**src/rtl/swdm_pkg.sv**
```systemverilog
`timescale 1ns / 1ps
// ----------------------------------------------------------------------------
// swdm_pkg
// Shared types, glyph tables and helpers for the weighted display multiplexer.
// ----------------------------------------------------------------------------
package swdm_pkg;

  localparam int NUM_DIGITS = 3;
  localparam int SLOT_W     = 2;
  localparam int CODE_W     = 8;
  localparam int SEG_W      = 8;
  localparam int DWELL_W    = 8;
  localparam int CNT_W      = 4;
  localparam int VALUE_W    = 16;

  localparam logic [CODE_W-1:0] BLANK_CODE  = 8'h20;
  localparam logic [CODE_W-1:0] LETTER_BASE = 8'h61;
  localparam logic [CODE_W-1:0] LETTER_LAST = 8'h7A;
  localparam logic [CODE_W-1:0] DIGIT_LAST  = 8'h09;
  localparam logic [VALUE_W-1:0] MAX_VALUE  = 16'd999;

  localparam logic [SEG_W-1:0] DIGIT_GLYPHS [10] = '{
    8'h7E, 8'h30, 8'h6D, 8'h79, 8'h33, 8'h5B, 8'h5F, 8'h70, 8'h7F, 8'h73
  };

  localparam logic [SEG_W-1:0] LETTER_GLYPHS [26] = '{
    8'h7D, 8'h1F, 8'h0D, 8'h3D, 8'h6F, 8'h47, 8'h7B, 8'h17, 8'h30, 8'h3C,
    8'h57, 8'h0E, 8'h55, 8'h15, 8'h1D, 8'h67, 8'hF3, 8'h05, 8'h5B, 8'h0F,
    8'h1C, 8'h1C, 8'h5C, 8'h37, 8'h3B, 8'h6D
  };

  typedef struct packed {
    logic             ok;
    logic [SEG_W-1:0] pattern;
  } glyph_t;

  // Multiplexer state; also what the result channel shows.
  typedef struct packed {
    logic [SEG_W-1:0]      anode;
    logic [NUM_DIGITS-1:0] cathode;
    logic [SLOT_W-1:0]     slot;
    logic [DWELL_W-1:0]    dwell;
  } disp_state_t;

  function automatic glyph_t glyph_pattern(input logic [CODE_W-1:0] code);
    glyph_t             g;
    logic [CODE_W-1:0]  ofs;
    g   = '0;
    ofs = code - LETTER_BASE;
    if (code <= DIGIT_LAST) begin
      g.ok      = 1'b1;
      g.pattern = DIGIT_GLYPHS[code[3:0]];
    end else if (code >= LETTER_BASE && code <= LETTER_LAST) begin
      g.ok      = 1'b1;
      g.pattern = LETTER_GLYPHS[ofs[4:0]];
    end
    return g;
  endfunction

  // Lit segments of a glyph; codes without a glyph count as zero.
  function automatic logic [CNT_W-1:0] lit_count(input glyph_t g);
    logic [CNT_W-1:0] n;
    n = '0;
    if (g.ok) begin
      for (int i = 0; i < SEG_W; i++) begin
        n = n + CNT_W'(g.pattern[i]);
      end
    end
    return n;
  endfunction

endpackage

```
**src/rtl/swdm_if.sv**
```systemverilog
`timescale 1ns / 1ps
// ----------------------------------------------------------------------------
// swdm_in_if / swdm_out_if
// Valid/ready channels for display ticks and multiplexer results.
// ----------------------------------------------------------------------------
interface swdm_in_if;
  logic        valid;
  logic        ready;
  logic        show_number;
  logic [15:0] number_value;

  modport source (output valid, output show_number, output number_value, input ready);
  modport sink   (input valid, input show_number, input number_value, output ready);
endinterface

interface swdm_out_if;
  logic       valid;
  logic       ready;
  logic [7:0] anode_pattern;
  logic [2:0] digit_enable;
  logic [1:0] active_slot;

  modport source (output valid, output anode_pattern, output digit_enable,
                  output active_slot, input ready);
  modport sink   (input valid, input anode_pattern, input digit_enable,
                  input active_slot, output ready);
endinterface

```
**src/rtl/swdm_digit_split.sv**
```systemverilog
`timescale 1ns / 1ps
// ----------------------------------------------------------------------------
// swdm_digit_split
// Splits a value up to 999 into glyph codes with leading-zero blanking.
// ----------------------------------------------------------------------------
module swdm_digit_split (
  input  logic [swdm_pkg::VALUE_W-1:0] value,
  output logic                         in_range,
  output logic [swdm_pkg::CODE_W-1:0]  codes [swdm_pkg::NUM_DIGITS]
);
  import swdm_pkg::*;

  logic [9:0]  v10;
  logic [15:0] prod_h;   // v * 41,  >> 12 gives v / 100 for v < 1000
  logic [17:0] prod_t;   // v * 205, >> 11 gives v / 10  for v < 1000
  logic [3:0]  hund;
  logic [6:0]  tens_all;
  logic [6:0]  tens_w;
  logic [9:0]  ones_w;

  assign v10      = value[9:0];
  assign in_range = (value <= MAX_VALUE);

  assign prod_h   = {6'd0, v10} * 16'd41;
  assign prod_t   = {8'd0, v10} * 18'd205;
  assign hund     = prod_h[15:12];
  assign tens_all = prod_t[17:11];
  assign tens_w   = tens_all - 7'({3'd0, hund} * 7'd10);
  assign ones_w   = v10 - 10'({3'd0, tens_all} * 10'd10);

  assign codes[0] = (value >= 16'd100) ? {4'd0, hund} : BLANK_CODE;
  assign codes[1] = (value >= 16'd10)  ? {4'd0, tens_w[3:0]} : BLANK_CODE;
  assign codes[2] = {4'd0, ones_w[3:0]};

endmodule

```
**src/rtl/swdm_scan.sv**
```systemverilog
`timescale 1ns / 1ps
// ----------------------------------------------------------------------------
// swdm_scan
// Dwell countdown and slot advance with blank skipping for one tick.
// ----------------------------------------------------------------------------
module swdm_scan (
  input  logic [swdm_pkg::CODE_W-1:0] codes [swdm_pkg::NUM_DIGITS],
  input  swdm_pkg::disp_state_t       cur,
  output swdm_pkg::disp_state_t       nxt
);
  import swdm_pkg::*;

  glyph_t                 gl  [NUM_DIGITS];
  logic [CNT_W-1:0]       cnt [NUM_DIGITS];
  logic [DWELL_W-1:0]     dec;
  logic [SLOT_W-1:0]      slot_v;
  logic [NUM_DIGITS-1:0]  bitm;

  for (genvar g = 0; g < NUM_DIGITS; g++) begin : g_glyph
    assign gl[g]  = glyph_pattern(codes[g]);
    assign cnt[g] = lit_count(gl[g]);
  end

  always_comb begin
    nxt       = cur;
    dec       = cur.dwell - DWELL_W'(1);
    nxt.dwell = dec;
    slot_v    = (cur.slot == SLOT_W'(NUM_DIGITS - 1)) ? '0 : cur.slot + SLOT_W'(1);
    bitm      = '0;
    if (dec == '0) begin
      // Walk forward from the next slot; a blank slot hands over to the one after.
      for (int s = 0; s < NUM_DIGITS; s++) begin
        bitm = NUM_DIGITS'(1) << s;
        if (slot_v == SLOT_W'(s)) begin
          if (cnt[s] == '0) begin
            nxt.cathode = nxt.cathode & ~bitm;
            if (s < NUM_DIGITS - 1) begin
              slot_v = SLOT_W'(s + 1);
            end else begin
              nxt.dwell = DWELL_W'(1);
            end
          end else begin
            nxt.anode   = gl[s].pattern;
            nxt.cathode = bitm;
            nxt.dwell   = DWELL_W'(cnt[s]);
          end
        end
      end
      nxt.slot = slot_v;
    end
  end

endmodule

```
**src/rtl/segment_weighted_display_mux.sv**
```systemverilog
`timescale 1ns / 1ps
// ----------------------------------------------------------------------------
// segment_weighted_display_mux
// Three-digit seven-segment multiplexer with segment-count weighted dwell.
// ----------------------------------------------------------------------------
// Usage:
//   in_ch  : one transfer per millisecond tick. show_number = 1 with a
//            number_value of at most 999 reloads the three digit slots
//            (leading zeros blanked); otherwise the slots are kept.
//   out_ch : one transfer per tick, carrying the segment drive
//            (anode_pattern), the slot cathodes (digit_enable) and the
//            selected slot (active_slot) after that tick.
//   Path:    a taken tick waits in the input register; the update logic then
//            writes the state register, which drives out_ch.
//   Throughput: one tick per cycle unless out_ch stalls; the update is a
//            single pass of short logic (digit split, glyph lookup,
//            popcount, slot walk).
//   Reset: all slots hold digit 0, slot 0 selected, anodes and cathodes
//            off, dwell zero, so the first slot change follows 256 ticks.
//   Stall: the state register doubles as the output register and is only
//            advanced when the result slot is free; the input register holds
//            one more tick, after which in_ch.ready drops.
// ----------------------------------------------------------------------------
module segment_weighted_display_mux (
  input  logic       clk,
  input  logic       rst_n,
  swdm_in_if.sink    in_ch,
  swdm_out_if.source out_ch
);
  import swdm_pkg::*;

  // Input register
  logic                s1_valid_r, s1_valid_nxt;
  logic                s1_show_r;
  logic [VALUE_W-1:0]  s1_value_r;

  // Display state / result register
  disp_state_t         st_r, st_nxt;
  logic [CODE_W-1:0]   glyph_r   [NUM_DIGITS];
  logic [CODE_W-1:0]   glyph_nxt [NUM_DIGITS];
  logic                out_valid_r, out_valid_nxt;

  logic                adv;
  logic                in_take;
  logic                in_range;
  logic [CODE_W-1:0]   split_codes [NUM_DIGITS];

  assign adv     = s1_valid_r && (!out_valid_r || out_ch.ready);
  assign in_take = in_ch.valid && in_ch.ready;

  assign in_ch.ready = !s1_valid_r || adv;

  swdm_digit_split u_split (
    .value    (s1_value_r),
    .in_range (in_range),
    .codes    (split_codes)
  );

  // Slot reload happens before the scan sees the codes.
  always_comb begin
    for (int i = 0; i < NUM_DIGITS; i++) begin
      glyph_nxt[i] = (s1_show_r && in_range) ? split_codes[i] : glyph_r[i];
    end
  end

  swdm_scan u_scan (
    .codes (glyph_nxt),
    .cur   (st_r),
    .nxt   (st_nxt)
  );

  assign s1_valid_nxt  = in_take ? 1'b1 : (adv ? 1'b0 : s1_valid_r);
  assign out_valid_nxt = adv ? 1'b1 : (out_ch.ready ? 1'b0 : out_valid_r);

  always_ff @(posedge clk) begin
    if (!rst_n) begin
      s1_valid_r  <= 1'b0;
      out_valid_r <= 1'b0;
      st_r        <= '0;
      for (int i = 0; i < NUM_DIGITS; i++) begin
        glyph_r[i] <= '0;
      end
    end else begin
      s1_valid_r  <= s1_valid_nxt;
      out_valid_r <= out_valid_nxt;
      if (adv) begin
        st_r <= st_nxt;
        for (int i = 0; i < NUM_DIGITS; i++) begin
          glyph_r[i] <= glyph_nxt[i];
        end
      end
    end
  end

  // Tick payload, no reset needed
  always_ff @(posedge clk) begin
    if (in_take) begin
      s1_show_r  <= in_ch.show_number;
      s1_value_r <= in_ch.number_value;
    end
  end

  assign out_ch.valid         = out_valid_r;
  assign out_ch.anode_pattern = st_r.anode;
  assign out_ch.digit_enable  = st_r.cathode;
  assign out_ch.active_slot   = st_r.slot;

  // At most one digit lit at any time.
  a_one_cathode : assert property (@(posedge clk) disable iff (!rst_n)
    $onehot0(st_r.cathode))
    else $error("more than one cathode on");

  // Slot index stays within the digit range.
  a_slot_range : assert property (@(posedge clk) disable iff (!rst_n)
    st_r.slot != SLOT_W'(3))
    else $error("slot index out of range");

  // Slot only moves on the tick that empties the dwell.
  a_slot_hold : assert property (@(posedge clk) disable iff (!rst_n)
    (adv && st_r.dwell != DWELL_W'(1)) |=> $stable(st_r.slot))
    else $error("slot moved before dwell expired");

  // State never changes while a result waits in a stall.
  a_stall_hold : assert property (@(posedge clk) disable iff (!rst_n)
    (out_valid_r && !out_ch.ready) |=> $stable(st_r))
    else $error("state changed during output stall");

endmodule

```
**src/flat_wrapper.sv**
```systemverilog
// flat-port wrapper written by rule: the top's interface ports become plain ports
module segment_weighted_display_mux_flat import swdm_pkg::*;
  (clk, rst_n, in_ch_valid, in_ch_show_number, in_ch_number_value, in_ch_ready, out_ch_valid, out_ch_anode_pattern, out_ch_digit_enable, out_ch_active_slot, out_ch_ready);
  swdm_in_if in_ch_i ();
  swdm_out_if out_ch_i ();
  input  logic clk;
  input  logic rst_n;
  input wire logic [$bits(in_ch_i.valid)-1:0] in_ch_valid;
  input wire logic [$bits(in_ch_i.show_number)-1:0] in_ch_show_number;
  input wire logic [$bits(in_ch_i.number_value)-1:0] in_ch_number_value;
  output wire logic [$bits(in_ch_i.ready)-1:0] in_ch_ready;
  output wire logic [$bits(out_ch_i.valid)-1:0] out_ch_valid;
  output wire logic [$bits(out_ch_i.anode_pattern)-1:0] out_ch_anode_pattern;
  output wire logic [$bits(out_ch_i.digit_enable)-1:0] out_ch_digit_enable;
  output wire logic [$bits(out_ch_i.active_slot)-1:0] out_ch_active_slot;
  input wire logic [$bits(out_ch_i.ready)-1:0] out_ch_ready;
  assign in_ch_i.valid = in_ch_valid;
  assign in_ch_i.show_number = in_ch_show_number;
  assign in_ch_i.number_value = in_ch_number_value;
  assign in_ch_ready = in_ch_i.ready;
  assign out_ch_valid = out_ch_i.valid;
  assign out_ch_anode_pattern = out_ch_i.anode_pattern;
  assign out_ch_digit_enable = out_ch_i.digit_enable;
  assign out_ch_active_slot = out_ch_i.active_slot;
  assign out_ch_i.ready = out_ch_ready;
  segment_weighted_display_mux u_core (.clk(clk), .rst_n(rst_n), .in_ch(in_ch_i), .out_ch(out_ch_i));
endmodule
```
**config.mk**
```make
export PLATFORM = sky130hd
export DESIGN_NAME = segment_weighted_display_mux_flat
export DESIGN_NICKNAME = d
export VERILOG_FILES = /design/src/rtl/swdm_pkg.sv /design/src/rtl/swdm_if.sv /design/src/rtl/swdm_digit_split.sv /design/src/rtl/swdm_scan.sv /design/src/rtl/segment_weighted_display_mux.sv /design/src/flat_wrapper.sv
export SDC_FILE = /design/constraint.sdc
export NUM_CORES = 1
export LEC_CHECK = 0
export BUFFER_PORTS_ARGS = -buffer_cell sky130_fd_sc_hd__buf_2
export CORE_ASPECT_RATIO = 0.8
export CORE_MARGIN = 5
export CORE_UTILIZATION = 50
export DETAILED_ROUTE_END_ITERATION = 10
export MAX_ROUTING_LAYER = met4
export PLACE_DENSITY_LB_ADDON = 0.1
export SYNTH_ARGS = -nofsm -noshare
export SYNTH_HDL_FRONTEND = slang
export SYNTH_SLANG_ARGS = --single-unit
```
**constraint.sdc**
```tcl
create_clock -name clk -period 10.7 [get_ports clk]
set_input_delay 3.21 -clock clk [delete_from_list [all_inputs] [get_ports clk]]
set_output_delay 3.21 -clock clk [all_outputs]
set_load 0.02 [all_outputs]
```
==> results of run 1 <==
-- kinds of logic (layout without fill, tap and decap cells) --
family | after synthesis | in the layout | share of synthesized area [%]
xor+xnor | 30 | 30 | 3.760
compound gates | 297 | 297 | 24.02
mux | 16 | 16 | 1.942
simple gates | 339 | 339 | 18.88
fa+ha+maj | 159 | 159 | 24.77
flops | 64 | 64 | 18.62
buf+inv | 170 | 236 | 8.003
-- critical path: cells and delay by family, from the launching register on --
kind                     cells  cell delay (ps)
flip-flops                   1              410
adder cells (fa/ha/maj)     12             4750
AND/OR/NAND/NOR              4              910
AO/OA/AOI/OAI               11             2280
buffers and inverters        8              700
XOR/XNOR                     6             1170
-- registers in the layout (all words and copies together) (netlist names) --
signal                       flops
u_core.out_ch.valid              1
u_core.st_r                      8
u_core.out_ch.digit_enable       3
u_core.s1_valid_r                1
u_core.out_ch.active_slot        2
u_core.s1_value_r               16
u_core.out_ch.anode_pattern      8
u_core.s1_show_r                 1
u_core.glyph_r                  24
-- through the flow --
step | setup slack [ps] | utilization (%) | area [um^2] | TNS (ps)
after global placement | 117.4 | 53.88 | 9699 | 0
after floorplan | 67.36 | - | 9084 | 0
after detailed placement | -60.59 | 53.88 | 9699 | -115.0
after CTS | 38.43 | 55.82 | 10050 | 0
final | 336.0 | 57.38 | 10330 | 0
after global routing | -130.8 | 57.38 | 10330 | -521.8
-- how the worst max path moves through the flow --
stage,startpoint,endpoint,cells past startpoint
2_1_floorplan,u_core.s1_value_r[3],u_core.out_ch.anode_pattern[1],40
3_3_place_gp,u_core.s1_value_r[2],u_core.out_ch.anode_pattern[1],40
3_5_place_dp,u_core.s1_value_r[2],u_core.out_ch.anode_pattern[1],40
4_1_cts,u_core.s1_value_r[2],u_core.out_ch.anode_pattern[6],41
5_1_grt,u_core.s1_value_r[1],u_core.out_ch.anode_pattern[1],43
6_report,u_core.s1_value_r[2],u_core.out_ch.anode_pattern[1],41
-- report_power, final --
group / total [uW] / internal (uW) / switching [uW]
registers: 289 / 277 / 12.3
clock network: 333 / 206 / 127
logic: 1320 / 587 / 736
total: 1950 / 1070 / 875
-- cell type report --
class                           count  area [um^2]
Sequential cell                    64         1692
Clock inverter                      7        102.6
Timing Repair Buffer              107        732.0
Fill cell                        1668         7672
Inverter                          113        424.2
Clock buffer                        9        225.2
Tap cell                          230        287.8
Multi-Input combinational cell    841         6867
-- timing repair --
| action | in CTS | in global routing |
|---|---|---|
| gates resized for setup | 0 | 38 |
| hold buffers | 0 | 0 |
| setup buffers | 3 | 10 |
| setup endpoints to repair | 6 | 17 |
| pin swaps | 1 | 20 |
| endpoints found under the hold margin | 0 | 0 |
-- Yosys cell counts (all sizes together), types with 27 or more instances --
library cell | number | share of area [%]
inv | 113 | 4.7
buf | 29 | 2.2
nor2 | 79 | 3.4
clkbuf | 28 | 1.2
fa | 35 | 7.7
nand2 | 94 | 3.9
ha | 123 | 17
edfxtp | 41 | 14
o21ai | 58 | 3.2
nor3 | 27 | 1.5
a21oi | 67 | 3.9
-- metal layers --
layer	vias up	track usage (%)
li1	4028	-
met1	3994	37.09
met2	320	35.14
met3	39	5.613
met4	0	6.169
met5	-	-
==> results.sh, run 1 <==
export IMPL_grtUsageTotal_pct=25.22
export IMPL_cts_sinks=64
export IMPL_hp_start="u_core.out_ch.digit_enable[1]"
export IMPL_num_vias=8381
export IMPL_r2r_slack_ps=340
export IMPL_ios=36
export IMPL_ys_types=105
export IMPL_hpwl_um=20050
export IMPL_cts_htree_levels=3
export IMPL_wl_met2_um=10560
export IMPL_drc=0
export IMPL_hold_violations=0
export IMPL_clk_pin_slew_ps=70
export IMPL_cap_violations=0
export IMPL_syn_cell_area_um2=9084
export IMPL_synth_edff_count=41
export IMPL_grt_max_degree=30
export IMPL_cts_tree="built"
export IMPL_area_growth_pct=13.72
export IMPL_timing_hold_worst_endpoint="u_core.out_ch.digit_enable[1]"
export IMPL_antennaDiodeCount=0
export IMPL_reg2reg_depth=41
export IMPL_place_gp_congestion=0.9785
export IMPL_postSynthRegisterBits=64
export IMPL_cts_buffers=9
export IMPL_r2r_end="u_core.out_ch.anode_pattern[1]"
export IMPL_startpoint_type="register"
export IMPL_outcome="completed"
export IMPL_p_per_area_nw_per_um2=188.3
export IMPL_first_iter_violations=918
export IMPL_slew_headroom_pct=36.52
export IMPL_irDropWorstVdd_uv=157.0
export IMPL_clockRootBuffer="clkbuf_16"
export IMPL_r2r_start="u_core.s1_value_r[2]"
export IMPL_avgSynthCellArea_um2=8.450
export IMPL_async_flop_share_pct=0
export IMPL_cts_path_max_buffers=2
export IMPL_antenna_found_initial=0
export IMPL_initial_core_util_pct=50.46
export IMPL_worstPathArrival_ps=10600
export IMPL_worst_pin_slew_ps=928.2
export IMPL_die_y_um=130.6
export IMPL_drt_met1_wl_um=12850
export IMPL_p_leak_uw=0.004682
export IMPL_yosysSeqAreaShare_pct=18.62
export IMPL_critical_path_required_ps=10930
export IMPL_dpl_cell_count=1342
export IMPL_die_w_um=160.7
export IMPL_ant_nets=0
export IMPL_grt_pass1_vias=7800
export IMPL_syn_inst=1075
export IMPL_grt_pass1_wl_um=41290
export IMPL_rows=44
export IMPL_fin_cells=1371
export IMPL_overflow=0
export IMPL_crit_slowest_cell="fa_1"
export IMPL_top_layer="met4"
export IMPL_total_power_uw=1946
export IMPL_critPathMaxFanout=5
export IMPL_final_cell_mix="ha_1, inv_1, nand2_1"
export IMPL_insertion_delay_ps=360
export IMPL_hp_class="register to register"
export IMPL_endpoint_kind="register"
export IMPL_synth_fp_nets=1254
export IMPL_critPathMaxStageDelay_ps=540
export IMPL_synth_flop_cell="edfxtp_1"
export IMPL_drive_gt1_share_pct=16.91
export IMPL_slew_viol_final=0
export IMPL_timing_fmax_ghz=0.09649
export IMPL_critical_path_class="register to register"
export IMPL_period_needed_ps=10360
export IMPL_vias_per_cell=6.113
export IMPL_drt_wl_total_um=25970
export IMPL_finalSetupViolations=0
export IMPL_final_period_utilization_pct=96.86
export IMPL_whs_path_depth=2
export IMPL_port_buffers=35
export IMPL_nets=1315
export IMPL_routedWlPerCell_um=18.94
export IMPL_ys_warn_count=0
export IMPL_coreArea_um2=18000
export IMPL_whs_ps=469.5
export IMPL_wl_met3_um=2109
export IMPL_firstDrtPassIters=8
export IMPL_skew_ps=13.28
export IMPL_layout_commonest_cell="ha_1"
export IMPL_dieArea_um2=20980
No activity file was read; power rests on OpenSTA's default activity.
==> run 2: changes to the inputs <==
Settings changed: RECOVER_POWER set to 100.
==> results.sh, run 2 (same netlist as run 1, synthesis figures left out) <==
export IMPL_outcome="finished with violations"
export IMPL_violations="max-capacitance violations, max-slew violations"
export IMPL_antenna_found_initial=0
export IMPL_timing_fmax_ghz=0.09630
export IMPL_area_growth_pct=13.44
export IMPL_dieArea_um2=20980
export IMPL_nets=1315
export IMPL_ios=36
export IMPL_period_needed_ps=10380
export IMPL_grtUsageTotal_pct=25.22
export IMPL_final_core_util_pct=57.24
export IMPL_slew_viol_final=25
export IMPL_first_iter_violations=951
export IMPL_cts_path_max_buffers=2
export IMPL_cts_tree="built"
export IMPL_reg2reg_depth=41
export IMPL_cap_violations=1
export IMPL_initial_core_util_pct=50.46
export IMPL_startpoint_type="register"
export IMPL_largest_reg_flops=24
export IMPL_top_register="u_core.glyph_r"
export IMPL_layout_commonest_cell="ha_1"
export IMPL_num_vias=8330
export IMPL_skew_ps=13.22
export IMPL_irDropWorstVdd_uv=157.3
export IMPL_die_y_um=130.6
export IMPL_grt_max_degree=30
export IMPL_insertion_delay_ps=360
export IMPL_drive_gt1_share_pct=15.34
export IMPL_dpl_cell_count=1342
export IMPL_worst_pin_slew_ps=1599
export IMPL_whs_path_depth=2
export IMPL_final_cell_mix="ha_1, inv_1, nand2_1"
export IMPL_clk_pin_slew_ps=70
export IMPL_fin_cells=1371
export IMPL_cts_htree_levels=3
export IMPL_overflow=0
export IMPL_total_power_uw=1943
export IMPL_routedWlPerCell_um=18.86
export IMPL_critical_path_required_ps=10940
export IMPL_worstPathArrival_ps=10620
export IMPL_clockRootBuffer="clkbuf_16"
export IMPL_drc=0
export IMPL_cts_buffers=9
export IMPL_final_period_utilization_pct=97.05
export IMPL_antennaDiodeCount=0
export IMPL_coreArea_um2=18000
export IMPL_place_area_um2=9699
export IMPL_ant_nets=0
export IMPL_drt_wl_total_um=25860
export IMPL_crit_slowest_cell="fa_1"
export IMPL_vias_per_cell=6.076
export IMPL_critPathMaxStageDelay_ps=540
export IMPL_firstDrtPassIters=5
export IMPL_critical_path_class="register to register"
export IMPL_grt_pass1_vias=7800
export IMPL_p_per_area_nw_per_um2=188.5
export IMPL_port_buffers=35
export IMPL_fin_setup_tns_ps=0
export IMPL_hold_violations=0
export IMPL_hpwl_um=20050
export IMPL_p_leak_uw=0.004605
export IMPL_final_area_um2=10300
export IMPL_slew_headroom_pct=-6.624
export IMPL_cts_sinks=64
export IMPL_finalSetupViolations=0
export IMPL_endpoint_kind="register"
export IMPL_rows=44
export IMPL_hp_class="register to register"
export IMPL_grt_pass1_wl_um=41290
export IMPL_die_w_um=160.7
export IMPL_place_gp_congestion=0.9785
export IMPL_reg_top3="u_core.glyph_r: 24 flops, u_core.s1_value_r: 16 flops"
export IMPL_critPathMaxFanout=5
## run 2: report_power, final
part | switching [uW] | total [uW] | internal, uW
Sequential | 12.4 | 290 | 277
Clock | 128 | 334 | 206
Combinational | 733 | 1320 | 586
## run 2: critical path, delay by kind of cell (launching register included)
family | cells | cell delay (ps)
compound gates | 11 | 2270
fa+ha+maj | 12 | 4750
buf+inv | 8 | 710
simple gates | 4 | 920
xor+xnor | 6 | 1170
flops | 1 | 410
## run 2: per-layer routing
layer  wire, um  vias up  GRT usage [%]
li1           -     4028              -
met1      12730     3952          37.09
met2      10540      313          35.14
met3       2158       37          5.613
met4        425        0          6.169
met5          0        -              -
## run 2: path summary, 6_finish.rpt
path | end | from | slack (ps)
setup / recovery | u_core.out_ch.anode_pattern[1] | u_core.s1_value_r[2] | 320
hold reg to reg | u_core.out_ch.digit_enable[1] | u_core.out_ch.digit_enable[1] | 470
setup reg to reg | u_core.out_ch.anode_pattern[1] | u_core.s1_value_r[2] | 320
hold / removal | u_core.out_ch.digit_enable[1] | u_core.out_ch.digit_enable[1] | 470
## run 2: per-stage QoR
| step | setup slack (ps) | hold slack (ps) |
|---|---|---|
| 6_report | 315.9 | 472.6 |
| 3_5_place_dp | -60.59 | 458.3 |
| 3_3_place_gp | 117.4 | 455.4 |
| 2_1_floorplan | 67.36 | 448.6 |
| 5_1_grt | -130.8 | 494.8 |
| 4_1_cts | 38.43 | 468.0 |
## run 2: cell type report
class | instances | area (um^2)
sequential | 64 | 1692
fill | 1681 | 7697
multi-input combinational | 841 | 6867
clock buffer | 9 | 225.2
inverter | 113 | 424.2
timing repair buffer | 107 | 706.9
tap | 230 | 287.8
clock inverter | 7 | 102.6
## run 2: timing repair
action,4_1_cts,5_1_grt
pin swaps,1,20
setup buffers,3,10
hold buffers,0,0
gates resized for setup,0,38
setup endpoints to repair,6,17
